File: src/sv/gain_split_analog_digital_assert.svh
// Assertion macros shared by the gain splitter modules.
`ifndef GAIN_SPLIT_ANALOG_DIGITAL_ASSERT_SVH
`define GAIN_SPLIT_ANALOG_DIGITAL_ASSERT_SVH

`ifndef SYNTHESIS

`define GSAD_ASSERT(lbl, prop, msg) \
  lbl: assert property (@(posedge clk) disable iff (!rst_n) (prop)) else $error(msg);

`define GSAD_ASSERT_IMPLY(lbl, ante, cons, msg) \
  lbl: assert property (@(posedge clk) disable iff (!rst_n) (ante) |-> (cons)) \
    else $error(msg);

`define GSAD_ASSERT_NEXT(lbl, ante, cons, msg) \
  lbl: assert property (@(posedge clk) disable iff (!rst_n) (ante) |=> (cons)) \
    else $error(msg);

`else

`define GSAD_ASSERT(lbl, prop, msg)
`define GSAD_ASSERT_IMPLY(lbl, ante, cons, msg)
`define GSAD_ASSERT_NEXT(lbl, ante, cons, msg)

`endif

`endif

File: src/sv/gsad_pkg.sv
// Types, constants and step tables of the gain splitter.
`timescale 1ns / 1ps

package gsad_pkg;

  localparam int GAIN_W   = 16;
  localparam int CODE_W   = 4;
  localparam int DG_W     = 12;
  localparam int SCALED_W = 23;
  localparam int HUND_W   = 11;
  localparam int RECIP_W  = 26;
  localparam int PROD_W   = SCALED_W + RECIP_W;
  localparam int Q_W      = 16;
  localparam int QH_W     = Q_W + HUND_W;
  localparam int STEP_COUNT = 16;

  localparam logic [DG_W-1:0] DG_MAX = 12'd4095;
  localparam logic [DG_W-1:0] DG_MIN = 12'd1;
  localparam logic [SCALED_W-1:0] SCALED_STEP1 = 23'd30720;

  typedef logic [CODE_W-1:0] code_t;

  typedef struct packed {
    code_t                 code;
    logic [SCALED_W-1:0]   scaled;
  } sel_t;

  typedef struct packed {
    code_t                 code;
    logic [SCALED_W-1:0]   scaled;
    logic [Q_W-1:0]        q0;
  } est_t;

  typedef struct packed {
    code_t                 code;
    logic [SCALED_W-1:0]   scaled;
    logic [Q_W-1:0]        q0;
    logic [SCALED_W-1:0]   qh;
  } prod_t;

  function automatic logic [HUND_W-1:0] step_hundredths(input code_t code);
    logic [HUND_W-1:0] h;
    case (code)
      4'd0:    h = 11'd100;
      4'd1:    h = 11'd120;
      4'd2:    h = 11'd145;
      4'd3:    h = 11'd171;
      4'd4:    h = 11'd200;
      4'd5:    h = 11'd240;
      4'd6:    h = 11'd300;
      4'd7:    h = 11'd343;
      4'd8:    h = 11'd400;
      4'd9:    h = 11'd480;
      4'd10:   h = 11'd600;
      4'd11:   h = 11'd686;
      4'd12:   h = 11'd800;
      4'd13:   h = 11'd960;
      4'd14:   h = 11'd1200;
      default: h = 11'd1600;
    endcase
    return h;
  endfunction

  // floor(2**32 / hundredths) for each step.
  function automatic logic [RECIP_W-1:0] step_recip(input code_t code);
    logic [RECIP_W-1:0] r;
    case (code)
      4'd0:    r = 26'd42949672;
      4'd1:    r = 26'd35791394;
      4'd2:    r = 26'd29620464;
      4'd3:    r = 26'd25116767;
      4'd4:    r = 26'd21474836;
      4'd5:    r = 26'd17895697;
      4'd6:    r = 26'd14316557;
      4'd7:    r = 26'd12521770;
      4'd8:    r = 26'd10737418;
      4'd9:    r = 26'd8947848;
      4'd10:   r = 26'd7158278;
      4'd11:   r = 26'd6260885;
      4'd12:   r = 26'd5368709;
      4'd13:   r = 26'd4473924;
      4'd14:   r = 26'd3579139;
      default: r = 26'd2684354;
    endcase
    return r;
  endfunction

endpackage

File: src/sv/gsad_stream_if.sv


interface gsad_out_if;
  logic                         valid;
  logic                         ready;
  gsad_pkg::code_t              analog_code;
  logic [gsad_pkg::DG_W-1:0]    digital_gain;
  logic                         clamped;

  modport source (output valid, output analog_code, output digital_gain,
                  output clamped, input ready);
  modport sink   (input valid, input analog_code, input digital_gain,
                  input clamped, output ready);
endinterface

File: src/sv/gsad_fixup.sv
// Third and fourth stages: back-multiply, quotient correction and clamping.
`timescale 1ns / 1ps
`include "gain_split_analog_digital_assert.svh"

module gsad_fixup (
  input  logic           clk,
  input  logic           rst_n,
  input  logic           valid_i,
  output logic           ready_o,
  input  gsad_pkg::est_t data_i,
  gsad_out_if.source     out_chan
);

  logic            v3_r;
  logic            v4_r;
  gsad_pkg::prod_t p_r;
  gsad_pkg::prod_t p_nxt;
  logic            adv3;
  logic            adv4;
  logic [gsad_pkg::QH_W-1:0] qh_full;

  gsad_pkg::code_t           code_r;
  logic [gsad_pkg::DG_W-1:0] dg_r;
  logic                      clip_r;
  logic [gsad_pkg::DG_W-1:0] dg_nxt;
  logic                      clip_nxt;

  assign adv4    = !v4_r || out_chan.ready;
  assign adv3    = !v3_r || adv4;
  assign ready_o = adv3;

  assign qh_full = {{gsad_pkg::HUND_W{1'b0}}, data_i.q0}
                 * {{gsad_pkg::Q_W{1'b0}}, gsad_pkg::step_hundredths(data_i.code)};

  always_comb begin
    p_nxt.code   = data_i.code;
    p_nxt.scaled = data_i.scaled;
    p_nxt.q0     = data_i.q0;
    p_nxt.qh     = qh_full[gsad_pkg::SCALED_W-1:0];
  end

  // The estimate is the true quotient or one below it.
  always_comb begin
    logic [gsad_pkg::SCALED_W-1:0] rem;
    logic [gsad_pkg::Q_W-1:0]      q;
    rem = p_r.scaled - p_r.qh;
    q   = p_r.q0;
    if (rem >= gsad_pkg::SCALED_W'(gsad_pkg::step_hundredths(p_r.code))) begin
      q = p_r.q0 + 16'd1;
    end
    if (q > gsad_pkg::Q_W'(gsad_pkg::DG_MAX)) begin
      dg_nxt   = gsad_pkg::DG_MAX;
      clip_nxt = 1'b1;
    end else if (q < gsad_pkg::Q_W'(gsad_pkg::DG_MIN)) begin
      dg_nxt   = gsad_pkg::DG_MIN;
      clip_nxt = 1'b1;
    end else begin
      dg_nxt   = q[gsad_pkg::DG_W-1:0];
      clip_nxt = 1'b0;
    end
  end

  always_ff @(posedge clk) begin
    if (!rst_n) begin
      v3_r <= 1'b0;
      v4_r <= 1'b0;
    end else begin
      if (adv3) begin
        v3_r <= valid_i;
      end
      if (adv4) begin
        v4_r <= v3_r;
      end
    end
  end

  always_ff @(posedge clk) begin
    if (adv3 && valid_i) begin
      p_r <= p_nxt;
    end
    if (adv4 && v3_r) begin
      code_r <= p_r.code;
      dg_r   <= dg_nxt;
      clip_r <= clip_nxt;
    end
  end

  assign out_chan.valid        = v4_r;
  assign out_chan.analog_code  = code_r;
  assign out_chan.digital_gain = dg_r;
  assign out_chan.clamped      = clip_r;

  `GSAD_ASSERT_IMPLY(a_backmul_not_above, v3_r, p_r.qh <= p_r.scaled,
    "Quotient estimate exceeds the true quotient.")

  `GSAD_ASSERT_IMPLY(a_gain_nonzero, v4_r, dg_r != '0,
    "Digital gain of zero presented.")

  `GSAD_ASSERT_IMPLY(a_clamp_value, v4_r && clip_r,
    (dg_r == gsad_pkg::DG_MIN) || (dg_r == gsad_pkg::DG_MAX),
    "Clamp flag set on an unclamped digital gain.")

endmodule

File: src/flat_wrapper.sv
// flat-port wrapper written by rule: the top's interface ports become plain ports
module gsad_fixup_flat 
  (clk, rst_n, valid_i, ready_o, data_i, out_chan_valid, out_chan_analog_code, out_chan_digital_gain, out_chan_clamped, out_chan_ready);
  gsad_out_if out_chan_i ();
  input  logic clk;
  input  logic rst_n;
  input  logic valid_i;
  output logic ready_o;
  input  gsad_pkg::est_t data_i;
  output wire logic [$bits(out_chan_i.valid)-1:0] out_chan_valid;
  output wire logic [$bits(out_chan_i.analog_code)-1:0] out_chan_analog_code;
  output wire logic [$bits(out_chan_i.digital_gain)-1:0] out_chan_digital_gain;
  output wire logic [$bits(out_chan_i.clamped)-1:0] out_chan_clamped;
  input wire logic [$bits(out_chan_i.ready)-1:0] out_chan_ready;
  assign out_chan_valid = out_chan_i.valid;
  assign out_chan_analog_code = out_chan_i.analog_code;
  assign out_chan_digital_gain = out_chan_i.digital_gain;
  assign out_chan_clamped = out_chan_i.clamped;
  assign out_chan_i.ready = out_chan_ready;
  gsad_fixup u_core (.clk(clk), .rst_n(rst_n), .valid_i(valid_i), .ready_o(ready_o), .data_i(data_i), .out_chan(out_chan_i));
endmodule
File: config.mk
export PLATFORM = sky130hd
export DESIGN_NAME = gsad_fixup_flat
export DESIGN_NICKNAME = d
export VERILOG_FILES = /design/src/sv/gsad_pkg.sv /design/src/sv/gsad_stream_if.sv /design/src/sv/gsad_fixup.sv /design/src/flat_wrapper.sv
export VERILOG_INCLUDE_DIRS = /design/src /design/src/sv
export SDC_FILE = /design/constraint.sdc
export NUM_CORES = 1
export LEC_CHECK = 0
export BUFFER_PORTS_ARGS = -buffer_cell sky130_fd_sc_hd__buf_2
export CORE_ASPECT_RATIO = 0.7
export CORE_MARGIN = 8
export CORE_UTILIZATION = 50
export CTS_CLUSTER_DIAMETER = 100
export CTS_CLUSTER_SIZE = 30
export DETAILED_ROUTE_END_ITERATION = 10
export PLACE_DENSITY = 0.71
export SLEW_MARGIN = 20
export SYNTH_ARGS = -nofsm -noshare
export SYNTH_HDL_FRONTEND = slang
export SYNTH_SLANG_ARGS = --single-unit
File: constraint.sdc
create_clock -name clk -period 12.7 [get_ports clk]
set_input_delay 2.54 -clock clk [delete_from_list [all_inputs] [get_ports clk]]
set_output_delay 2.54 -clock clk [all_outputs]
set_load 0.05 [all_outputs]
# ---- Word level (Yosys, flattened, before mapping)
# Memory sizes are Yosys's and may differ from the RTL's. A register that Yosys moved wholly into a read port is not among the register bits.
# Index checks and enable logic that the tools add are counted.
dict set report totals {
  word_cells 29
  inputBits 47
  romBits 352
  out_inout_bits 19
  n_memories 2
  register_bits 85
}
dict set report classes {
  n_mux 4
  n_lt_le_gt_ge 3
  reduce_logical 7
  add_sub_neg 2
  n_mul 1
}
# memory depth width rd rd_clocked_by_memory_dff write_ports line_no
set memory_table {}
lappend memory_table {{(no name shown)} 16 11 1 1 0 gsad_pkg.sv:43} ;# case (code)
lappend memory_table {{(no name shown)} 16 11 1 0 0 gsad_pkg.sv:43}
# op n
set op_table {}
lappend op_table {{23-bit by 11-bit >= comparator with 1-bit output} 1}
lappend op_table {{16-bit by 11-bit multiplier with 23-bit output} 1}
lappend op_table {{23-bit subtractor} 1}
lappend op_table {{16-bit by 1-bit adder with 16-bit output, second input constant} 1}
lappend op_table {{16-bit by 12-bit greater-than comparator with 1-bit output, second input constant} 1}
lappend op_table {{16-bit by 1-bit < comparator with 1-bit output, second input constant} 1}
lappend op_table {{16-bit 2-to-1 mux} 1}
lappend op_table {{12-bit 2-to-1 mux} 1}
lappend op_table {{4-bit 2-to-1 mux} 1}
lappend op_table {{1-bit logical AND} 2}
lappend op_table {{1-bit logical NOT} 2}
lappend op_table {{1-bit logical OR} 2}
lappend op_table {{2-bit OR reduction} 1}
lappend op_table {{1-bit 2-to-1 mux} 1}

# ---- Depth between registers and ports, before layout
dict set report logic_depth {
  ltp_word 5
  ltp_mapped 29
  depth_no_buf 28
}

# ---- Least setup slack after synthesis
# OpenSTA, ideal clock, no wires.
dict set report synth_path {
  path_type {input port to flip-flop}
  from {in data_i[39] (netlist name)}
  to {reg u_core.p_r[22] (netlist name) (data pin)}
  slack_ns 4.359
  t_required_ns 12.441
  t_arrival_ns 8.082
  setup_time_ns 0.259
  cell_stages 24
  path_buffers 1
  path_cell_list {inv_1 > ha_1 > nor2b_1 > a21oi_1 > o21ai_1 > clkbuf_1 > nand2_1 > fa_1 > fa_1 > fa_1 > inv_1 > fa_1 > inv_1 > fa_1 > inv_1 > ha_1 > a21oi_1 > o21ai_0 > a41oi_1 > a21boi_0 > a211o_1 > a21o_1 > a21oi_1 > xnor2_1}
}
dict set report synth_via {
  elab_chain_len 2
}
# item line_no
set synth_lines {}
lappend synth_lines {{from (decl)} flat_wrapper.sv:9} ;# input gsad_pkg::est_t data_i;
lappend synth_lines {{memory read 16 x 11 bit} --}
lappend synth_lines {{16-bit by 11-bit multiplier with 23-bit output} gsad_fixup.sv:33} ;# * {{gsad_pkg::Q_W{1'b0}}, gsad_pkg::step_hundredths(data_i.code)};
lappend synth_lines {{named net u_core.qh_full, one bit} gsad_fixup.sv:20} ;# logic [gsad_pkg::QH_W-1:0] qh_full;
lappend synth_lines {{to (signal assigned)} gsad_fixup.sv:79} ;# p_r <= p_nxt;
lappend synth_lines {{to (decl)} gsad_fixup.sv:16} ;# gsad_pkg::prod_t p_r;
# The timed path passes the listed nets, and every way through them passes these cells.
# A chain may end at the register's enable or synchronous reset.

# ---- Final worst setup path
dict set report layout_path {
  from {in data_i[40] (netlist name)}
  to {reg u_core.p_r[22] (netlist name) (data pin)}
}
# The elaborated chain is that of the path after synthesis.

==> flow_summary.ini <==
[clocking]
cts_tree = done
ctsHoldBuffers = 0
cts_setup_buffers = 0
numCtsBuffers = 9
cts_sinks = 96
cts-root-buf = clkbuf_16
cts.clk_slew.worst_paths_ns = 0.07
cts_buffer_depth = 2
cts_resized = 0
clk_latency_ns = 0.35
htreeDepth = 3

[setup_path]
start_kind = primary input
crit_type = in -> reg
critPathMaxStageDelay_ns = 0.59
crit_top_cell = fa_1
endpoint_kind = register
critPathSlowestCell = fa_1
worstPathMaxFanout = 16
r2r.worst_path.cells = 21
crit_chain = buf_2 > inv_1 > ha_1 > nor2b_1 > a21oi_1 > o21ai_2 > nand2_1 > fa_1 > fa_1 > fa_1 > inv_1 > fa_1 > inv_1 > fa_1 > inv_1 > ha_1 > a21oi_1 > o21ai_0 > a41oi_1 > a21boi_0 > a211o_1 > a21o_1 > a21oi_1 > xnor2_1
crit_arrival_ns = 8.73
required_ns = 12.80

[logic_synthesis]
ys_ff_latch = 96
synth_area_leaders = edfxtp_1 23%, fa_1 22%, ha_1 11%
synth-main-ff-cell = edfxtp_1
synth_most_common_cell = inv_1
yosysUniqueCellTypes = 74
synthesis.nets = 1428
yosys_warnings = 0
ys_top_cells_by_count = 205 x inv_1, 135 x nand2_1, 121 x fa_1
synth_top_area_cell = edfxtp_1
synth_seq_area_share = 0.253
syn_area_per_cell_sq_um = 9.33
syn_inst = 1166
synth_edf_count = 83
async_reset_ff_frac = 0
synth_area_sq_mm = 0.0109
synth_top_area_share = 0.229

[place]
pre_cts_slack_ns = 3.37
gp_congestion = 0.873
dp_hpwl_mm = 20.3
placed_cells = 1476
dpl_cell_area_sq_mm = 0.0114
portBuffers = 65

[detailed_routing]
drc_errors = 0
dr.pass1.iters = 5
vias = 8076
viasPerCell = 5.41
antenna_left = 0
drt_iter0_drc = 663
routed_wl_mm = 25.8
wl_per_cell_um = 17.3

[worst_hold_path]
hp-class = reg -> reg
hold_depth = 0

[finish]
drive_above_1_share = 0.0917
fin_nets = 1467
area_delta_synth_final_pct = 7.85
final_area_sq_mm = 0.0117
final_core_util = 0.546
instances_no_fill = 1492
diodes = 0

[global_routing]
grt_pass1_wl_mm = 42.3
grt_overflow = 0
grt_max_degree = 67
antenna_found_initial = 0
grt_pass1_vias = 8039
grt_usage = 0.197

[die]
fp.dieW_um = 192
die_area_sq_mm = 0.0268
core_area_sq_mm = 0.0215
io_pins = 66
fp-row-count = 45
initial_utilization = 0.506
die_h_um = 139

[sta]
slew_violations = 0
setup_slack_ns = 4.07
setup_viol = 0
worst_pin_slew_ns = 1.09
slew_headroom = 0.273
finalCriticalPeriod_ns = 8.63
rsz0062_at_grt = false
hold_violations = 0
fin_crit_sh = 0.679
holdWs_ns = 0.480
fmax_ghz = 0.116
fin_skew_ns = 0.00901
setup_tns_ns = 0

[pwr]
leakage_nw = 5.41
irDropWorstVdd_uv = 115
power_mw = 2.38
pwr_density_cell_mw_per_mm2 = 203

[run_status]
status = finished clean

[job]
max-cap-violations = 0
==> area by class of cell <==
type | count | area [sq um]
Sequential cell | 96 | 2750
Clock buffer | 10 | 229
Multi-Input combinational cell | 819 | 7150
Fill cell | 1896 | 9770
Inverter | 206 | 773
Timing Repair Buffer | 73 | 385
Clock inverter | 6 | 91.3
Tap cell | 282 | 353
==> logic make-up (layout without fill, tap and decap cells) <==
| logic type | Yosys count | in the layout | share of synthesized area |
|---|---|---|---|
| xor gates and xnor gates | 47 | 47 | 0.0378 |
| buffers and inverters | 251 | 295 | 0.0907 |
| DFF | 96 | 96 | 0.253 |
| adders and majority gates | 215 | 215 | 0.331 |
| AOI/OAI and AO/OA | 168 | 168 | 0.101 |
| and+or+nand+nor | 373 | 373 | 0.172 |
| muxes | 16 | 16 | 0.0148 |
==> per-layer routing <==
metal | part of all wire | routed length [um] | track usage | vias to the layer above
li1 | - | - | - | 3890
met1 | 0.48 | 12500 | 0.285 | 3886
met2 | 0.44 | 11300 | 0.297 | 278
met4 | 0.0095 | 244 | 0.0453 | 0
met3 | 0.070 | 1800 | 0.0399 | 22
met5 | 0 | 0 | 0 | -
==> where the power goes <==
part	total [mW]	switching (mW)	internal [mW]
sequential	0.470	0.0190	0.451
clock	0.295	0.121	0.174
combinational	1.62	0.933	0.685
==> placed cells by master (no fill, tap or decap), drive strengths merged, types with 15 or more instances in the layout <==
cell type and count:
nor3 15, buf 73, and2 74, ha 94, o21ai 36, nor2 58
inv 206, nand2 137, nand3 20, a21o 16, edfxtp 83, xnor2 39
mux2i 15, a21oi 52, fa 121
==> final timing paths <==
kind	to	start	slack, ns
setup / recovery	u_core.p_r[22]	data_i[40]	4.07
hold / removal	u_core.out_chan.analog_code[2]	u_core.p_r[64]	0.48
setup reg to reg	u_core.out_chan.digital_gain[11]	u_core.p_r[0]	6.88
hold reg to reg	u_core.out_chan.analog_code[2]	u_core.p_r[64]	0.48
==> critical path: cells and delay by family <==
family | cells | cell delay [ns]
AOI/OAI and AO/OA | 9 | 2.17
xor gates and xnor gates | 1 | 0.09
adders and majority gates | 7 | 3.12
buffers and inverters | 5 | 0.45
and+or+nand+nor | 2 | 0.36
Power figures use the tool's default switching activity.
