===== config.mk =====
export PLATFORM = sky130hd
export DESIGN_NAME = gsad_select_flat
export DESIGN_NICKNAME = d
export VERILOG_FILES = /design/src/sv/gsad_pkg.sv /design/src/sv/gsad_stream_if.sv /design/src/sv/gsad_select.sv /design/src/flat_wrapper.sv
export VERILOG_INCLUDE_DIRS = /design/src /design/src/sv
export SDC_FILE = /design/constraint.sdc
export NUM_CORES = 1
export LEC_CHECK = 0
export ABC_AREA = 1
export BUFFER_PORTS_ARGS = -buffer_cell sky130_fd_sc_hd__clkbuf_2
export CAP_MARGIN = 20
export CORE_MARGIN = 3
export CORE_UTILIZATION = 58
export DETAILED_ROUTE_END_ITERATION = 12
export PLACE_DENSITY = 0.81
export SETUP_SLACK_MARGIN = 0.2
export SLEW_MARGIN = 20
export SYNTH_ARGS = -nofsm -noshare
export SYNTH_HDL_FRONTEND = slang
export SYNTH_SLANG_ARGS = --single-unit

===== constraint.sdc =====
create_clock -name clk -period 5 [get_ports clk]
set_input_delay 0.75 -clock clk [delete_from_list [all_inputs] [get_ports clk]]
set_output_delay 0.75 -clock clk [all_outputs]
set_load 0.02 [all_outputs]

===== src/sv/gain_split_analog_digital_assert.svh =====
// Assertion macros shared by the gain splitter modules.
`ifndef GAIN_SPLIT_ANALOG_DIGITAL_ASSERT_SVH
`define GAIN_SPLIT_ANALOG_DIGITAL_ASSERT_SVH

`ifndef SYNTHESIS

`define GSAD_ASSERT(lbl, prop, msg) \
  lbl: assert property (@(posedge clk) disable iff (!rst_n) (prop)) else $error(msg);

`define GSAD_ASSERT_IMPLY(lbl, ante, cons, msg) \
  lbl: assert property (@(posedge clk) disable iff (!rst_n) (ante) |-> (cons)) \
    else $error(msg);

`define GSAD_ASSERT_NEXT(lbl, ante, cons, msg) \
  lbl: assert property (@(posedge clk) disable iff (!rst_n) (ante) |=> (cons)) \
    else $error(msg);

`else

`define GSAD_ASSERT(lbl, prop, msg)
`define GSAD_ASSERT_IMPLY(lbl, ante, cons, msg)
`define GSAD_ASSERT_NEXT(lbl, ante, cons, msg)

`endif

`endif


===== src/sv/gsad_pkg.sv =====
// Types, constants and step tables of the gain splitter.
`timescale 1ns / 1ps

package gsad_pkg;

  localparam int GAIN_W   = 16;
  localparam int CODE_W   = 4;
  localparam int DG_W     = 12;
  localparam int SCALED_W = 23;
  localparam int HUND_W   = 11;
  localparam int RECIP_W  = 26;
  localparam int PROD_W   = SCALED_W + RECIP_W;
  localparam int Q_W      = 16;
  localparam int QH_W     = Q_W + HUND_W;
  localparam int STEP_COUNT = 16;

  localparam logic [DG_W-1:0] DG_MAX = 12'd4095;
  localparam logic [DG_W-1:0] DG_MIN = 12'd1;
  localparam logic [SCALED_W-1:0] SCALED_STEP1 = 23'd30720;

  typedef logic [CODE_W-1:0] code_t;

  typedef struct packed {
    code_t                 code;
    logic [SCALED_W-1:0]   scaled;
  } sel_t;

  typedef struct packed {
    code_t                 code;
    logic [SCALED_W-1:0]   scaled;
    logic [Q_W-1:0]        q0;
  } est_t;

  typedef struct packed {
    code_t                 code;
    logic [SCALED_W-1:0]   scaled;
    logic [Q_W-1:0]        q0;
    logic [SCALED_W-1:0]   qh;
  } prod_t;

  function automatic logic [HUND_W-1:0] step_hundredths(input code_t code);
    logic [HUND_W-1:0] h;
    case (code)
      4'd0:    h = 11'd100;
      4'd1:    h = 11'd120;
      4'd2:    h = 11'd145;
      4'd3:    h = 11'd171;
      4'd4:    h = 11'd200;
      4'd5:    h = 11'd240;
      4'd6:    h = 11'd300;
      4'd7:    h = 11'd343;
      4'd8:    h = 11'd400;
      4'd9:    h = 11'd480;
      4'd10:   h = 11'd600;
      4'd11:   h = 11'd686;
      4'd12:   h = 11'd800;
      4'd13:   h = 11'd960;
      4'd14:   h = 11'd1200;
      default: h = 11'd1600;
    endcase
    return h;
  endfunction

  // floor(2**32 / hundredths) for each step.
  function automatic logic [RECIP_W-1:0] step_recip(input code_t code);
    logic [RECIP_W-1:0] r;
    case (code)
      4'd0:    r = 26'd42949672;
      4'd1:    r = 26'd35791394;
      4'd2:    r = 26'd29620464;
      4'd3:    r = 26'd25116767;
      4'd4:    r = 26'd21474836;
      4'd5:    r = 26'd17895697;
      4'd6:    r = 26'd14316557;
      4'd7:    r = 26'd12521770;
      4'd8:    r = 26'd10737418;
      4'd9:    r = 26'd8947848;
      4'd10:   r = 26'd7158278;
      4'd11:   r = 26'd6260885;
      4'd12:   r = 26'd5368709;
      4'd13:   r = 26'd4473924;
      4'd14:   r = 26'd3579139;
      default: r = 26'd2684354;
    endcase
    return r;
  endfunction

endpackage


===== src/sv/gsad_stream_if.sv =====
// Valid/ready channel interfaces for gain requests and gain splits.
`timescale 1ns / 1ps

interface gsad_in_if;
  logic                         valid;
  logic                         ready;
  logic [gsad_pkg::GAIN_W-1:0]  total_gain;

  modport source (output valid, output total_gain, input ready);
  modport sink   (input valid, input total_gain, output ready);
endinterface



===== src/sv/gsad_select.sv =====
// First stage: scales the request by 100 and picks the analog step.
`timescale 1ns / 1ps
`include "gain_split_analog_digital_assert.svh"

module gsad_select (
  input  logic           clk,
  input  logic           rst_n,
  gsad_in_if.sink        in_chan,
  output logic           valid_o,
  input  logic           ready_i,
  output gsad_pkg::sel_t data_o
);

  logic           v_r;
  gsad_pkg::sel_t s_r;
  gsad_pkg::sel_t s_nxt;
  logic           adv;

  assign adv = !v_r || ready_i;
  assign in_chan.ready = adv;

  always_comb begin
    logic [gsad_pkg::SCALED_W-1:0] sc;
    sc = ({7'b0, in_chan.total_gain} << 6) + ({7'b0, in_chan.total_gain} << 5)
       + ({7'b0, in_chan.total_gain} << 2);
    s_nxt.scaled = sc;
    s_nxt.code   = '0;
    for (int k = 1; k < gsad_pkg::STEP_COUNT; k++) begin
      if (sc >= gsad_pkg::SCALED_W'({gsad_pkg::step_hundredths(gsad_pkg::CODE_W'(k)), 8'b0}))
      begin
        s_nxt.code = gsad_pkg::CODE_W'(k);
      end
    end
  end

  always_ff @(posedge clk) begin
    if (!rst_n) begin
      v_r <= 1'b0;
    end else if (adv) begin
      v_r <= in_chan.valid;
    end
  end

  always_ff @(posedge clk) begin
    if (adv && in_chan.valid) begin
      s_r <= s_nxt;
    end
  end

  assign valid_o = v_r;
  assign data_o  = s_r;

  `GSAD_ASSERT_IMPLY(a_step0_below_threshold, v_r,
    (s_r.code == '0) == (s_r.scaled < gsad_pkg::SCALED_STEP1),
    "Step zero chosen inconsistently with the first threshold.")

  `GSAD_ASSERT_NEXT(a_stall_holds, v_r && !ready_i, v_r && $stable(s_r),
    "Selection stage changed while stalled.")

endmodule


===== src/flat_wrapper.sv =====
// flat-port wrapper written by rule: the top's interface ports become plain ports
module gsad_select_flat 
  (clk, rst_n, valid_o, ready_i, data_o, in_chan_valid, in_chan_total_gain, in_chan_ready);
  gsad_in_if in_chan_i ();
  input  logic clk;
  input  logic rst_n;
  output logic valid_o;
  input  logic ready_i;
  output gsad_pkg::sel_t data_o;
  input wire logic [$bits(in_chan_i.valid)-1:0] in_chan_valid;
  input wire logic [$bits(in_chan_i.total_gain)-1:0] in_chan_total_gain;
  output wire logic [$bits(in_chan_i.ready)-1:0] in_chan_ready;
  assign in_chan_i.valid = in_chan_valid;
  assign in_chan_i.total_gain = in_chan_total_gain;
  assign in_chan_ready = in_chan_i.ready;
  gsad_select u_core (.clk(clk), .rst_n(rst_n), .in_chan(in_chan_i), .valid_o(valid_o), .ready_i(ready_i), .data_o(data_o));
endmodule

After elaboration in Yosys (flattened, before gate mapping). Cells that the tools add are included.

Register bits: 28. RAM bits: 0. Memories kept: 0. Latch bits: 0. Output and inout port bits: 29. Input bits: 20. Logic and storage cells: 43. Bits in read-only memories: 0.

$mul: 0. Order comparisons: 15. Equal/unequal tests: 0. $add $sub $neg: 2. Bitwise logic cells: 0. Reduce and logical (&&, ||, !) cells: 6. Shift operators: 0. Divide/modulo/power cells: 0. Muxes and demuxes: 14.

Operator list (number): >= comparator 23 x 16 -> 1 bit (second input constant) (4); >= comparator 23 x 17 -> 1 bit (second input constant) (4); >= comparator 23 x 18 -> 1 bit (second input constant) (4); >= comparator 23 x 19 -> 1 bit (second input constant) (2); 2-to-1 mux 4 bit (6); adder 22 x 21 -> 23 bit (1); adder 23 x 18 -> 23 bit (1); >= comparator 23 x 15 -> 1 bit (second input constant) (1); 2-to-1 mux 3 bit (4); OR reduction 8 bit (1); 2-to-1 mux 2 bit (2); OR reduction 4 bit (1); 2-to-1 mux 1 bit (2); OR reduction 2 bit (1); logical AND 1 bit (1); logical NOT 1 bit (1); logical OR 1 bit (1).

Longest topological paths before layout.
Depth in word-level cells: 17. Gate-level depth with buffers: 30. Depth with buffers taken out: 30.

Worst setup path before layout. No wires, ideal clock.

Path type: in2reg. Start: input in_chan_total_gain[0]. End: register u_core.s_r (netlist bit u_core.data_o[23]) (data pin). Required time: 4.746 ns. Stages: 28. Setup time: 0.254 ns. Arrival: 3.364 ns. Buffers on the path: 0. Path slack: 1.382 ns. Path through: inv_1 -> fa_1 -> inv_1 -> ha_1 -> inv_1 -> fa_1 -> inv_1 -> nand3_1 -> nand2_1 -> nand3_1 -> nand3_1 -> nand2_1 -> nand2_2 -> nand2_1 -> nor2_2 -> nand3_1 -> nand3_1 -> nand2_1 -> nand2_1 -> nand2_1 -> nand2_1 -> nand2_1 -> nand2_1 -> nand2_1 -> nand2_1 -> nand2_1 -> nand2_1 -> nand2_1.

Cells in the longest elaborated chain, start to end: 17. Elaborated cells between the ends (all ways): 31. Classes of those cells: 2 x add/sub; 15 x order compare; 14 x mux.

Ends and longest elaborated chain: from (decl) (RTL line flat_wrapper.sv:11) `input wire logic [$bits(in_chan_i.total_gain)-1:0] in_chan_total_gain;`; adder 22 x 21 -> 23 bit (RTL line gsad_select.sv:24) `sc = ({7'b0, in_chan.total_gain} << 6) + ({7'b0, in_chan.total_gain} << 5)`; adder 23 x 18 -> 23 bit * (RTL line gsad_select.sv:25) `+ ({7'b0, in_chan.total_gain} << 2);`; >= comparator 23 x 15 -> 1 bit (RTL line gsad_select.sv:29) `if (sc >= gsad_pkg::SCALED_W'({gsad_pkg::step_hundredths(gsad_pkg::CODE_W'(k)), 8'b0}))`; 2-to-1 mux 1 bit (RTL line gsad_select.sv:29); 2-to-1 mux 4 bit (6 in series) (RTL line gsad_select.sv:29); 2-to-1 mux 3 bit (4 in series) (RTL line gsad_select.sv:29); 2-to-1 mux 2 bit (2 in series) (RTL line gsad_select.sv:29); 2-to-1 mux 1 bit (RTL line gsad_select.sv:29); to (signal assigned) (RTL line gsad_select.sv:46) `s_r <= s_nxt;`; to (decl) (RTL line gsad_select.sv:15) `gsad_pkg::sel_t s_r;`.

Every way passes the cells marked *; elsewhere a longest branch is shown, timed or not. A chain may end at the register's enable or synchronous reset.

Worst setup path in the final report.
Start: input in_chan_total_gain[4]. End: register u_core.s_r (netlist bit u_core.data_o[23]) (data pin).

The elaborated chain is that of the path after synthesis.

==> run summary <==
====================================================================================================
Status                                                                                     completed
Chip width                                                                                  76.90 µm
Cts-stage hold buffer count                                                                        0
CP arrival                                                                                   3.83 ns
Ports                                                                                             49
Starting density of the core                                                                  0.6092
Maximum fanout along the worst path                                                                5
Internal power                                                                           0.0005442 W
Leakage                                                                                     1.730 nW
RSZ-0062 raised after global routing                                                              no
Worst slack on hold paths                                                                  0.5420 ns
Via/cell ratio                                                                                 4.992
Sinks on the clock net                                                                            26
Wire length of the first global-routing pass                                                10490 µm
Total congestion overflow after global routing                                                     0
Cell area after technology mapping                                                          2915 µm²
Clock-pin slew reported for the worst setup and hold paths after clock tree synthesis        0.09 ns
Placeable Area                                                                              4786 µm²
Most frequent cells after synthesis                                                     sky130_fd_sc_hd__nand2_1, sky130_fd_sc_hd__inv_1, sky130_fd_sc_hd__nand3_1, sky130_fd_sc_hd__edfxtp_1, sky130_fd_sc_hd__nor2_1
Async set or reset register ratio after synthesis                                                  0
Proportion of layout cells with a drive suffix above 1                                        0.2113
Detail Route Antenna Nets                                                                          0
Cell taking the most area after synthesis                                               sky130_fd_sc_hd__edfxtp_1
Via count of the first global-routing pass                                                      2503
Combinational power share                                                                      0.588
DIE AREA                                                                                    5913 µm²
Area occupied by multi-input gates                                                          1799 µm²
Kind of start point of the critical path                                                primary input
Iter 0 DRT Violations                                                                            158
Number of DRC violations after detailed routing                                                    0
Highest clock frequency the design can meet                                                264.1 MHz
Most repeated cell in the gate-level netlist after synthesis                            sky130_fd_sc_hd__nand2_1
Post-synth top flop                                                                     sky130_fd_sc_hd__edfxtp_1
Setup Skew                                                                              0.0009725 ns
Portion of synthesized cell area occupied by the leading cell type                            0.2575
Layout Cell Area excl Fill                                                                  3273 µm²
Synth warnings                                                                                     0
EDFF count, synth                                                                                 25
Proportion of synthesized chip area in sequential cells                                       0.2644
Vias after detailed routing                                                                     2626
Filler Cell Count                                                                                413
Cell at the slowest stage of the critical path                                          sky130_fd_sc_hd__fa_1
Final Hold Vio Count                                                                               0
TritonCTS Buffers                                                                                  3
Minimum clock period after layout                                                           3.786 ns
Post-synthesis cell type count                                                                    34
Delay contributed by the slowest stage of the critical path                                  0.43 ns
Later-pin clock latency in the skew report                                                   0.27 ns
Area growth, synth to finish                                                                  12.27%
Path category of the worst min-delay check                                              flop to flop
Depth of the CTS H-tree                                                                            1
Area after DPL                                                                              3218 µm²
Routed length per instance                                                                  11.30 µm
Final setup viols                                                                                  0
Chip Height                                                                                 76.90 µm
Pin count of the biggest net entering global routing                                              26
TritonCTS clock tree                                                                           built
Overall track demand over capacity in global routing                                          0.2159
Post-CTS setup buffer count                                                                        0
Synthesized area per cell                                                                  7.110 µm²
Seq. cell area                                                                             770.7 µm²
TritonRoute pass-1 iters                                                                           4
Power density over the cells                                                            318.7 nW/µm²
Final weighted congestion of routability-driven global placement                              0.8377
Gate Count Post-Synth                                                                            410
Required time at the worst-slack endpoint                                                    5.04 ns
Setup crit end kind                                                                             flop
Most repeated library cell on the critical path                                         sky130_fd_sc_hd__nand2_1
Number of flip-flops and latches in the synthesized netlist                                       26
Total number of placement rows                                                                    25
Post-cts gate resize count                                                                         0
Clock group share of total power                                                               0.132
Buffers from clock root to sink, at most                                                           2
Ant diodes                                                                                         0
DPL Wire Length                                                                              5211 µm
Max-slew violations                                                                                0
Cell types occupying the most area after synthesis                                      sky130_fd_sc_hd__edfxtp_1, sky130_fd_sc_hd__nand2_1, sky130_fd_sc_hd__inv_1, sky130_fd_sc_hd__ha_1, sky130_fd_sc_hd__fa_1
IO Port Bufs                                                                                      46
Setup CP Type                                                                           primary input to flop
Final routed wirelength across all metal layers                                              5944 µm
Final Cycle Share                                                                             0.7573
Switching power                                                                          0.0004990 W
Final layout net count                                                                           514
Antenna violations before repair                                                                   0
Clk Tree Root Cell                                                                      sky130_fd_sc_hd__clkbuf_8
Setup TNS                                                                                       0 ns
Max capacitance violation total                                                                    0
Fraction of power spent switching nets                                                        0.4783
Register share of total power                                                                  0.280
Largest voltage drop on the vdd net                                                        0.1428 mV
====================================================================================================
## layout make-up
cell class	count	area share
multi-input cells	295	0.5497
flip-flops and latches	26	0.2355
inverters	87	0.09977
repair buffers	47	0.07263
well taps	67	0.02561
clock buffers	4	0.01682
## state kept, by name (all words and copies together), names as in the netlist
| name | flops |
|---|---|
| u_core.data_o | 25 |
| u_core.valid_o | 1 |
## layer usage
metal  wire length [µm]  GRT usage
met5                  0          0
met3                241    0.01878
met4                107    0.08514
met2               2976     0.3998
met1               2618     0.2554
## power groups by stage
stage	Clock, W	Combinational [W]	Sequential, W
global route	0.000148	0.000694	0.000295
floorplan	0	0.000430	0.000338
detailed placement	0	0.000610	0.000298
finish	0.000138	0.000614	0.000292
CTS	0.000141	0.000612	0.000293
global placement	0	0.000597	0.000296
## worst paths after layout
path	start	end	slack, ns	cells after the start
setup reg to reg	u_core.valid_o$_SDFFE_PN0N_	u_core.data_o[22]$_DFFE_PP_	3.88	2
hold reg to reg	u_core.valid_o$_SDFFE_PN0N_	u_core.valid_o$_SDFFE_PN0N_	0.54	2
setup / recovery	in_chan_total_gain[4]	u_core.data_o[23]$_SDFFCE_PP1P_	1.21	29
hold / removal	u_core.valid_o$_SDFFE_PN0N_	u_core.valid_o$_SDFFE_PN0N_	0.54	2
## layout by cell type, fill, tap and decap left out, types with 2 or more instances in the layout
master	instances
sky130_fd_sc_hd__a21oi_2	3
sky130_fd_sc_hd__inv_1	79
sky130_fd_sc_hd__nand3_4	2
sky130_fd_sc_hd__o31ai_1	2
sky130_fd_sc_hd__nor2_1	23
sky130_fd_sc_hd__nand2_1	130
sky130_fd_sc_hd__fa_1	13
sky130_fd_sc_hd__ha_1	21
sky130_fd_sc_hd__nand3_2	4
sky130_fd_sc_hd__xnor2_1	2
sky130_fd_sc_hd__nor2_4	2
sky130_fd_sc_hd__conb_1	2
sky130_fd_sc_hd__nand3_1	31
sky130_fd_sc_hd__nand2_4	2
sky130_fd_sc_hd__edfxtp_1	25
sky130_fd_sc_hd__nand3b_1	2
sky130_fd_sc_hd__inv_2	8
sky130_fd_sc_hd__nor2_2	7
sky130_fd_sc_hd__nand2_2	16
sky130_fd_sc_hd__a21oi_1	9
sky130_fd_sc_hd__clkbuf_2	46
sky130_fd_sc_hd__clkbuf_8	4
sky130_fd_sc_hd__o21ai_0	9
sky130_fd_sc_hd__nand4_1	4
sky130_fd_sc_hd__and2_1	3
## per-stage QoR
| stage | utilization | cells | power [W] | setup slack [ns] |
|---|---|---|---|---|
| finish | 0.6839 | 526 | 0.001043 | 1.214 |
| global route | 0.6839 | 526 | 0.001138 | 0.8344 |
| CTS | 0.6839 | 526 | 0.001045 | 1.195 |
| detailed placement | 0.6724 | 522 | 0.0009076 | 0.8965 |
| global placement | 0.6724 | 522 | 0.0008932 | 1.018 |
| floorplan | - | 411 | 0.0007683 | 1.382 |
## kinds of logic after synthesis
logic type | count (synthesis) | synth area share
simple gates | 230 | 0.3747
xor+xnor | 2 | 0.006010
fa+ha+maj | 34 | 0.1794
other cells | 1 | 0.001286
flops | 26 | 0.2644
compound gates | 27 | 0.05322
buf+inv | 90 | 0.1210
## worst max-delay path: cells and delay by family
kind	cells	cell delay (ns)
fa+ha+maj	3	1.03
buf+inv	5	0.45
simple gates	21	1.60
No activity file was read; power rests on OpenSTA's default activity.
