==> src/sv/gain_split_analog_digital_assert.svh <==
// Assertion macros shared by the gain splitter modules.
`ifndef GAIN_SPLIT_ANALOG_DIGITAL_ASSERT_SVH
`define GAIN_SPLIT_ANALOG_DIGITAL_ASSERT_SVH

`ifndef SYNTHESIS

`define GSAD_ASSERT(lbl, prop, msg) \
  lbl: assert property (@(posedge clk) disable iff (!rst_n) (prop)) else $error(msg);

`define GSAD_ASSERT_IMPLY(lbl, ante, cons, msg) \
  lbl: assert property (@(posedge clk) disable iff (!rst_n) (ante) |-> (cons)) \
    else $error(msg);

`define GSAD_ASSERT_NEXT(lbl, ante, cons, msg) \
  lbl: assert property (@(posedge clk) disable iff (!rst_n) (ante) |=> (cons)) \
    else $error(msg);

`else

`define GSAD_ASSERT(lbl, prop, msg)
`define GSAD_ASSERT_IMPLY(lbl, ante, cons, msg)
`define GSAD_ASSERT_NEXT(lbl, ante, cons, msg)

`endif

`endif

==> src/sv/gsad_pkg.sv <==
// Types, constants and step tables of the gain splitter.
`timescale 1ns / 1ps

package gsad_pkg;

  localparam int GAIN_W   = 16;
  localparam int CODE_W   = 4;
  localparam int DG_W     = 12;
  localparam int SCALED_W = 23;
  localparam int HUND_W   = 11;
  localparam int RECIP_W  = 26;
  localparam int PROD_W   = SCALED_W + RECIP_W;
  localparam int Q_W      = 16;
  localparam int QH_W     = Q_W + HUND_W;
  localparam int STEP_COUNT = 16;

  localparam logic [DG_W-1:0] DG_MAX = 12'd4095;
  localparam logic [DG_W-1:0] DG_MIN = 12'd1;
  localparam logic [SCALED_W-1:0] SCALED_STEP1 = 23'd30720;

  typedef logic [CODE_W-1:0] code_t;

  typedef struct packed {
    code_t                 code;
    logic [SCALED_W-1:0]   scaled;
  } sel_t;

  typedef struct packed {
    code_t                 code;
    logic [SCALED_W-1:0]   scaled;
    logic [Q_W-1:0]        q0;
  } est_t;

  typedef struct packed {
    code_t                 code;
    logic [SCALED_W-1:0]   scaled;
    logic [Q_W-1:0]        q0;
    logic [SCALED_W-1:0]   qh;
  } prod_t;

  function automatic logic [HUND_W-1:0] step_hundredths(input code_t code);
    logic [HUND_W-1:0] h;
    case (code)
      4'd0:    h = 11'd100;
      4'd1:    h = 11'd120;
      4'd2:    h = 11'd145;
      4'd3:    h = 11'd171;
      4'd4:    h = 11'd200;
      4'd5:    h = 11'd240;
      4'd6:    h = 11'd300;
      4'd7:    h = 11'd343;
      4'd8:    h = 11'd400;
      4'd9:    h = 11'd480;
      4'd10:   h = 11'd600;
      4'd11:   h = 11'd686;
      4'd12:   h = 11'd800;
      4'd13:   h = 11'd960;
      4'd14:   h = 11'd1200;
      default: h = 11'd1600;
    endcase
    return h;
  endfunction

  // floor(2**32 / hundredths) for each step.
  function automatic logic [RECIP_W-1:0] step_recip(input code_t code);
    logic [RECIP_W-1:0] r;
    case (code)
      4'd0:    r = 26'd42949672;
      4'd1:    r = 26'd35791394;
      4'd2:    r = 26'd29620464;
      4'd3:    r = 26'd25116767;
      4'd4:    r = 26'd21474836;
      4'd5:    r = 26'd17895697;
      4'd6:    r = 26'd14316557;
      4'd7:    r = 26'd12521770;
      4'd8:    r = 26'd10737418;
      4'd9:    r = 26'd8947848;
      4'd10:   r = 26'd7158278;
      4'd11:   r = 26'd6260885;
      4'd12:   r = 26'd5368709;
      4'd13:   r = 26'd4473924;
      4'd14:   r = 26'd3579139;
      default: r = 26'd2684354;
    endcase
    return r;
  endfunction

endpackage

==> src/sv/gsad_recip.sv <==
// Second stage: quotient estimate by multiplication with the step reciprocal.
`timescale 1ns / 1ps

module gsad_recip (
  input  logic           clk,
  input  logic           rst_n,
  input  logic           valid_i,
  output logic           ready_o,
  input  gsad_pkg::sel_t data_i,
  output logic           valid_o,
  input  logic           ready_i,
  output gsad_pkg::est_t data_o
);

  logic           v_r;
  gsad_pkg::est_t e_r;
  gsad_pkg::est_t e_nxt;
  logic [gsad_pkg::PROD_W-1:0] prod;

  assign ready_o = !v_r || ready_i;

  assign prod = {{gsad_pkg::RECIP_W{1'b0}}, data_i.scaled}
              * {{gsad_pkg::SCALED_W{1'b0}}, gsad_pkg::step_recip(data_i.code)};

  always_comb begin
    e_nxt.code   = data_i.code;
    e_nxt.scaled = data_i.scaled;
    e_nxt.q0     = prod[32 +: gsad_pkg::Q_W];
  end

  always_ff @(posedge clk) begin
    if (!rst_n) begin
      v_r <= 1'b0;
    end else if (ready_o) begin
      v_r <= valid_i;
    end
  end

  always_ff @(posedge clk) begin
    if (ready_o && valid_i) begin
      e_r <= e_nxt;
    end
  end

  assign valid_o = v_r;
  assign data_o  = e_r;

endmodule

==> config.mk <==
export PLATFORM = sky130hd
export DESIGN_NAME = gsad_recip
export DESIGN_NICKNAME = d
export VERILOG_FILES = /design/src/sv/gain_split_analog_digital_assert.svh /design/src/sv/gsad_pkg.sv /design/src/sv/gsad_recip.sv
export SDC_FILE = /design/constraint.sdc
export NUM_CORES = 1
export LEC_CHECK = 0
export BUFFER_PORTS_ARGS = -buffer_cell sky130_fd_sc_hd__buf_2
export CORE_ASPECT_RATIO = 1.25
export CORE_MARGIN = 2
export CORE_UTILIZATION = 40
export DETAILED_ROUTE_END_ITERATION = 8
export GPL_ROUTABILITY_DRIVEN = 0
export SLEW_MARGIN = 20
export SYNTH_ARGS = -nofsm -noshare
export SYNTH_HDL_FRONTEND = slang
export SYNTH_SLANG_ARGS = --single-unit
==> constraint.sdc <==
create_clock -name clk -period 9.9 [get_ports clk]
set_input_delay 0.99 -clock clk [delete_from_list [all_inputs] [get_ports clk]]
set_output_delay 0.99 -clock clk [all_outputs]
set_load 0.02 [all_outputs]
---- After elaboration in Yosys (flattened, before gate mapping) ----
Memory sizes are Yosys's and may differ from the RTL's.
Cells that the tools add are included.
operators by class
  $mul .................................... 1
  reductions and logical operators ........ 3
operators by type and width
  kind                                            count
  23-bit by 26-bit multiplier with 48-bit output  1
  1-bit logical AND                               1
  1-bit logical NOT                               1
  1-bit logical OR                                1
storage, ports and cells
  bits in registers ....................... 44
  bits in read-only memories .............. 416
  input port bits ......................... 31
  output and inout bits ................... 45
  logic and storage cells ................. 9
  memories ................................ 1
memory list
  memory            words  width  read ports  clocked after memory_dff  write ports  RTL line        RTL
  (name not given)  16     26     1           0                         0            gsad_pkg.sv:67  case (code)

---- Logic depth before layout (Yosys ltp) ----
Gate-level depths: netlist of run 1.
  word-level depth ........................ 3
  gate-level depth with buffers ........... 32
  mapped depth without buffers ............ 30

---- Worst setup path before layout of run 1 ----
OpenSTA, ideal clock, no wires.
  kind .................................... input -> register
  from .................................... input port data_i[24] (netlist name)
  to ...................................... register e_r (netlist bit data_o[9]) (data pin)
  library setup time ...................... 264 ps
  arrival time ............................ 8204 ps
  required time ........................... 9636 ps
  setup slack ............................. 1432 ps
  stages on the path ...................... 29
  buffers on the path ..................... 2
  cell sequence ........................... clkbuf_1 -> inv_1 -> ha_1 -> nor2_1 -> o31ai_1 -> clkbuf_1 -> nand2_1 -> fa_1 -> fa_1 -> inv_1 -> fa_1 -> fa_1 -> inv_1 -> fa_1 -> inv_1 -> fa_1 -> inv_1 -> fa_1 -> inv_1 -> ha_1 -> a2111oi_4 -> o221ai_2 -> o211ai_1 -> a21boi_1 -> a311oi_2 -> o22ai_1 -> o41a_1 -> a31oi_1 -> xnor2_1
on the way
  longest elaborated chain between the ends .. 2
ends and longest elaborated chain
  element                                         RTL line          RTL
  start: declaration                              gsad_recip.sv:9   input gsad_pkg::sel_t data_i,
  memory read 16 x 26 bit                         n/a
  23-bit by 26-bit multiplier with 48-bit output  gsad_recip.sv:23  * {{gsad_pkg::SCALED_W{1'b0}}, gsad_pkg::step_recip(data_i.code)};
  via prod, one bit                               gsad_recip.sv:18  logic [gsad_pkg::PROD_W-1:0] prod;
  end signal: assignment                          gsad_recip.sv:41  e_r <= e_nxt;
  end: declaration                                gsad_recip.sv:16  gsad_pkg::est_t e_r;
The timed path passes the listed nets, and every way through them passes these cells.
A chain may end at the register's enable or synchronous reset.

---- Worst setup path after layout of run 1 ----
Same ends and word-level chain as after synthesis.

==> impl_metrics.env, run 1 <==
export IMPL_crit_top_cell="fa_1"
export IMPL_synth_edf_count=43
export IMPL_top_layer_used="met5"
export IMPL_antenna_found_initial=4
export IMPL_fp_dieArea_um2=52800
export IMPL_postLayoutCellArea_um2=21800
export IMPL_max_clock_freq_ghz=0.107
export IMPL_synthFlopType="edfxtp_1"
export IMPL_core_rowCount=92
export IMPL_ctsResizeCount=0
export IMPL_r2r_start="valid_o"
export IMPL_final_cell_mix="inv_1, fa_1, nand2_1, and2_1, ha_1"
export IMPL_synth_distinct_cells=58
export IMPL_area_delta_synth_final_pct=6.81
export IMPL_min_from="valid_o"
export IMPL_max_slew_margin_rel=0.341
export IMPL_drc=0
export IMPL_status="completed"
export IMPL_grt_max_degree=44
export IMPL_first_pass_iters=7
export IMPL_met1Wirelength_um=21500
export IMPL_port_buffer_count=75
export IMPL_synth_cells=2247
export IMPL_clkLatencyLatePin_ns=0.31
export IMPL_num_fill_cells=4979
export IMPL_finalSetupViolations=0
export IMPL_final_nets=2967
export IMPL_place_area_um2=21600
export IMPL_rsz0062_at_grt="false"
export IMPL_holdPathEnd="valid_o"
export IMPL_crit_path_end_kind="flip-flop"
export IMPL_via_per_inst=5.24
export IMPL_drtAntennaViolNets=0
export IMPL_rr_endpoint="data_o[31]"
export IMPL_grt_pass1_vias=17588
export IMPL_final_max_slew_violation_count=0
export IMPL_drt_initial_drc_count=1035
export IMPL_cts_made_buffers=5
export IMPL_wl_met2_um=32300
export IMPL_antenna_cells=0
export IMPL_fin_skew_ns=0.00644
export IMPL_root_buffer="clkbuf_16"
export IMPL_syn_avg_cell_area_um2=9.08
export IMPL_synth_seq_area_share=0.0643
export IMPL_path_max_fanout=14
export IMPL_grt_util_all_layers=0.240
export IMPL_period_needed_ns=9.32
export IMPL_critPathLaunchType="input port"
export IMPL_setup_worst_path_class="in2reg"
export IMPL_ys_seq_elements=44
export IMPL_htree_levels=2
export IMPL_critPathMaxStageDelay_ns=0.77
export IMPL_cpMaxStageDelayCell="a31oi_2"
export IMPL_fin_crit_sh=0.942
export IMPL_final_common_cell="inv_1"
export IMPL_start_util=0.405
export IMPL_required_ns=9.95
export IMPL_tightest_slew_ns=0.986
export IMPL_syn_area_um2=20400
export IMPL_coreArea_um2=50400
export IMPL_via_count=15301
export IMPL_hold_class="reg2reg"
export IMPL_drive_gt1_frac=0.0686
export IMPL_ctsHoldBuffers=0
export IMPL_reg2reg_depth=2
export IMPL_routed_wl_um=60400
export IMPL_die_y_um=256
export IMPL_wl_per_cell_um=20.7
export IMPL_io_pins=76
export IMPL_hpwlAfterDp_um=47200
export IMPL_cts_tree="built"
export IMPL_overflow=0
export IMPL_yosys_warnings=0
export IMPL_grt_pass1_wl_um=95900
export IMPL_clk_pin_slew_worst_paths_ns=0.08
export IMPL_hold_viol=0
export IMPL_rrSetupSlack_ns=8.54
export IMPL_wl_met3_um=3240
export IMPL_cts_sinks=44
export IMPL_cts_path_max_buffers=2
export IMPL_synth_nets=2954
export IMPL_finalSetupTns_ns=0
export IMPL_maxCapViolations=0
export IMPL_post_cts_buffers=0
export IMPL_synthArstFlopShare=0
export IMPL_die_w_um=206
export IMPL_worstPathArrival_ns=9.38
export IMPL_holdPathStages=2
[cell families (layout without fill, tap and decap cells)]
| kind of cell | Yosys count | after routing | synth area share |
|---|---|---|---|
| buf+inv | 698 | 712 | 0.129 |
| simple gates | 686 | 686 | 0.159 |
| fa+ha+maj | 676 | 676 | 0.598 |
| compound gates | 120 | 120 | 0.0393 |
| flops | 44 | 44 | 0.0643 |
| xor+xnor | 21 | 21 | 0.00902 |
| mux | 2 | 2 | 0.00123 |
[worst max-delay path, delay by kind of cell]
family          cells  cell delay, ns
compound gates      9            2.60
fa+ha+maj           9            4.13
simple gates        2            0.41
buf+inv             7            1.16
xor+xnor            1            0.08
[layer usage]
metal  vias up  track usage
met5         -            0
met4        10        0.114
met3       224       0.0341
met2       516        0.444
met1      8013        0.268
li1       6538            -
[through the flow]
| step | setup slack, ns | cells | hold WS [ns] | utilization |
|---|---|---|---|---|
| finish | 0.576 | 2919 | 0.547 | 0.432 |
| global route | 0.221 | 2919 | 0.604 | 0.432 |
| CTS | 0.638 | 2919 | 0.549 | 0.432 |
| detailed placement | 0.312 | 2911 | 0.535 | 0.429 |
| global placement | 0.482 | 2911 | 0.502 | 0.429 |
| floorplan | 1.43 | 2247 | 0.750 | - |
[Yosys cell counts, types with 10 or more instances]
library cell / instances / share of area
a21o_1: 13 / 0.0048
a31oi_1: 10 / 0.0031
nor3_1: 10 / 0.0025
nand3_1: 11 / 0.0027
clkbuf_1: 105 / 0.019
ha_1: 177 / 0.11
nor2_1: 31 / 0.0057
o21ai_0: 20 / 0.0049
nand2_1: 381 / 0.070
and2_1: 188 / 0.058
xnor2_1: 14 / 0.0060
nor2b_1: 24 / 0.0074
a21oi_1: 37 / 0.0091
edfxtp_1: 43 / 0.063
fa_1: 499 / 0.49
and3_1: 14 / 0.0043
inv_1: 586 / 0.11
[worst max-delay path by stage]
| stage | end | start | slack, ns |
|---|---|---|---|
| 6_report | data_o[9] | data_i[24] | 0.58 |
| 5_1_grt | data_o[9] | data_i[23] | 0.22 |
| 4_1_cts | data_o[9] | data_i[23] | 0.64 |
| 3_5_place_dp | data_o[9] | data_i[23] | 0.31 |
| 3_3_place_gp | data_o[9] | data_i[24] | 0.48 |
| 2_1_floorplan | data_o[9] | data_i[24] | 1.43 |
[flip-flops by register name, indices dropped and copies added, names as in the netlist]
signal and cells:
data_o 43, valid_o 1
[layout make-up]
cell class,count,area [um^2],area share
flip-flops and latches,44,1310,0.0602
clock inverters,3,46.3,0.00212
well taps,658,823,0.0378
repair buffers,117,691,0.0317
inverters,587,2200,0.101
multi-input cells,1505,16600,0.761
clock buffers,5,125,0.00574
Power of run 1 is not shown: default switching activity piles up to over one toggle a cycle in this logic, so the estimate is an artifact.
==> run 2: changes to the inputs <==
--- a/config.mk
+++ b/config.mk
@@ -5,12 +5,14 @@
 export SDC_FILE = /design/constraint.sdc
 export NUM_CORES = 1
 export LEC_CHECK = 0
+export ABC_AREA = 1
 export BUFFER_PORTS_ARGS = -buffer_cell sky130_fd_sc_hd__buf_2
 export CORE_ASPECT_RATIO = 1.25
 export CORE_MARGIN = 2
 export CORE_UTILIZATION = 40
 export DETAILED_ROUTE_END_ITERATION = 8
 export GPL_ROUTABILITY_DRIVEN = 0
+export HOLD_SLACK_MARGIN = 0.1
 export SLEW_MARGIN = 20
 export SYNTH_ARGS = -nofsm -noshare
 export SYNTH_HDL_FRONTEND = slang
==> constraint.sdc (replaced) <==
create_clock -name clk -period 8.1 [get_ports clk]
set_input_delay 0.81 -clock clk [delete_from_list [all_inputs] [get_ports clk]]
set_output_delay 0.81 -clock clk [all_outputs]
set_load 0.02 [all_outputs]
==> run 2 against run 1 <==
Compared with the run above:
- synthesized cell count up 16%
- sequential share of layout area decreased by 0.31 points
- non-clock buffer count grew 55
- critical path depth up 3
- first-iteration DRC count increased by 34%
- via count is 16% higher
- register-to-register slack got worse by 1.9 ns
- final cell count up 16%
- hold slack improved by 0.039 ns
- critical path type unchanged
- largest cell class unchanged
- highest routed layer unchanged
==> impl_metrics.env, run 2 <==
export IMPL_htree_levels=2
export IMPL_finalSetupTns_ns=0
export IMPL_synthFlopType="edfxtp_1"
export IMPL_die_w_um=210
export IMPL_fp_dieArea_um2=54700
export IMPL_final_common_cell="inv_1"
export IMPL_final_max_slew_violation_count=0
export IMPL_largest_reg_flops=43
export IMPL_final_nets=3407
export IMPL_period_needed_ns=7.74
export IMPL_wl_per_cell_um=22.0
export IMPL_cts_path_max_buffers=2
export IMPL_clk_pin_slew_worst_paths_ns=0.09
export IMPL_hold_class="reg2reg"
export IMPL_via_count=17807
export IMPL_stdcell_count=3373
export IMPL_synth_adder_area_share=0.578
export IMPL_required_ns=8.20
export IMPL_setup_worst_path_class="in2reg"
export IMPL_synthXorXnorAreaFrac=0.00456
export IMPL_worstPathArrival_ns=7.84
export IMPL_ys_seq_elements=44
export IMPL_io_pins=76
export IMPL_synth_nets=3313
export IMPL_max_slew_margin_rel=0.441
export IMPL_critPathLaunchType="input port"
export IMPL_num_fill_cells=5273
export IMPL_holdWs_ns=0.586
export IMPL_hpwlAfterDp_um=61800
export IMPL_fin_crit_sh=0.956
export IMPL_synth_cells=2606
export IMPL_drtAntennaViolNets=0
export IMPL_path_max_fanout=10
export IMPL_antenna_found_initial=1
export IMPL_synth_edf_count=43
export IMPL_core_rowCount=94
export IMPL_rsz0062_at_grt="false"
export IMPL_rrSetupSlack_ns=6.61
export IMPL_syn_area_um2=21100
export IMPL_routed_wl_um=74100
export IMPL_synth_simple_gate_area_frac=0.174
export IMPL_grt_pass1_wl_um=113000
export IMPL_ctsHoldBuffers=0
export IMPL_fin_skew_ns=0.00917
export IMPL_hold_viol=0
export IMPL_start_util=0.403
export IMPL_yosysTopAreaCellShare=0.473
export IMPL_synth_distinct_cells=41
export IMPL_maxCapViolations=0
export IMPL_synth_most_common_cell="inv_1"
export IMPL_via_per_inst=5.28
export IMPL_synth_common_cells="inv_1, nand2_1, fa_1"
export IMPL_synthArstFlopShare=0
export IMPL_drc=0
export IMPL_crit_path_end_kind="flip-flop"
export IMPL_cpMaxStageDelayCell="fa_1"
export IMPL_cts_tree="built"
export IMPL_grt_pass1_vias=19298
export IMPL_max_clock_freq_ghz=0.129
export IMPL_first_pass_iters=6
export IMPL_cts_sinks=44
export IMPL_coreArea_um2=52500
export IMPL_tightest_slew_ns=0.836
export IMPL_critPathMaxStageDelay_ns=0.55
export IMPL_synth_seq_area_share=0.0621
export IMPL_cts_made_buffers=5
export IMPL_synth_compound_area_frac=0.0379
export IMPL_clkLatencyLatePin_ns=0.36
export IMPL_drive_gt1_frac=0.0789
export IMPL_die_y_um=261
export IMPL_overflow=0
export IMPL_grt_util_all_layers=0.283
export IMPL_status="completed"
export IMPL_root_buffer="clkbuf_16"
export IMPL_yosys_warnings=0
export IMPL_synth_mux_area_frac=0
export IMPL_place_detailed_instances=3361
export IMPL_area_delta_synth_final_pct=8.76
export IMPL_drt_initial_drc_count=1392
export IMPL_syn_avg_cell_area_um2=8.10
export IMPL_grt_max_degree=44
export IMPL_antenna_cells=0
export IMPL_synth_top_family_by_area="adder cells"
export IMPL_synth_top_cell_by_area="fa_1"
export IMPL_synth_area_leaders="fa_1, inv_1, ha_1"
export IMPL_port_buffer_count=75
export IMPL_final_cell_mix="inv_1, nand2_1, fa_1, nor2_1, ha_1"
export IMPL_finalSetupViolations=0
[run 2: changes by cell type in the layout (fill, tap and decap cells not counted), sizes merged, moves of 7 or more]
cell    change
nor2      +300
and2      -188
nand2     +165
inv       +115
buf        +55
a21oi      +31
nor2b      -24
o21ai      +24
nand3      +23
and3       -14
a21o       -10
xnor2      -10
nand2b      -7
[run 2: final cells by class]
cell class	count	area [um^2]	area share
timing repair buffer	172	1180	0.0513
tap	672	841	0.0366
multi-input combinational	1767	16800	0.731
clock inverter	3	46.3	0.00202
inverter	710	2680	0.117
sequential	44	1310	0.0571
clock buffer	5	125	0.00545
[run 2: cells by family after synthesis]
group	Yosys count
AO/OA/AOI/OAI	144
XOR/XNOR	11
adder cells (fa/ha/maj)	676
buffers and inverters	795
flip-flops	44
AND/OR/NAND/NOR	936
[run 2: routing by layer]
layer	global-route usage	up-vias	wire (um)
met1	0.322	8831	25700
met2	0.470	951	35000
met5	0	-	10
met4	0.234	2	7540
li1	-	7680	-
met3	0.0487	343	5820
[run 2: timing repair]
action	in CTS	in global routing
gates resized for setup	0	7
setup endpoints to repair	0	15
setup buffers	0	4
[run 2: final timing paths]
| kind | startpoint | depth (start not counted) | end |
|---|---|---|---|
| max | data_i[24] | 31 | data_o[4] |
| min | valid_o | 2 | valid_o |
| min reg2reg | valid_o | 2 | valid_o |
| max reg2reg | valid_o | 2 | data_o[16] |
[run 2: through the flow]
step / instance area [um^2] / utilization / worst slack, ns
final: 23000 / 0.438 / 0.357
after global placement: 22700 / 0.433 / -0.140
after CTS: 22900 / 0.437 / 0.129
after global routing: 23000 / 0.438 / 0.0104
after detailed placement: 22700 / 0.433 / -0.218
after floorplan: 21100 / - / 0.889
[run 2: critical path, delay by kind of cell]
| kind | cells | cell delay, ns |
|---|---|---|
| AO/OA/AOI/OAI | 3 | 0.68 |
| XOR/XNOR | 1 | 0.16 |
| adder cells (fa/ha/maj) | 9 | 3.82 |
| buffers and inverters | 9 | 1.03 |
| AND/OR/NAND/NOR | 9 | 1.34 |
Power of run 2 is left out for the same reason.
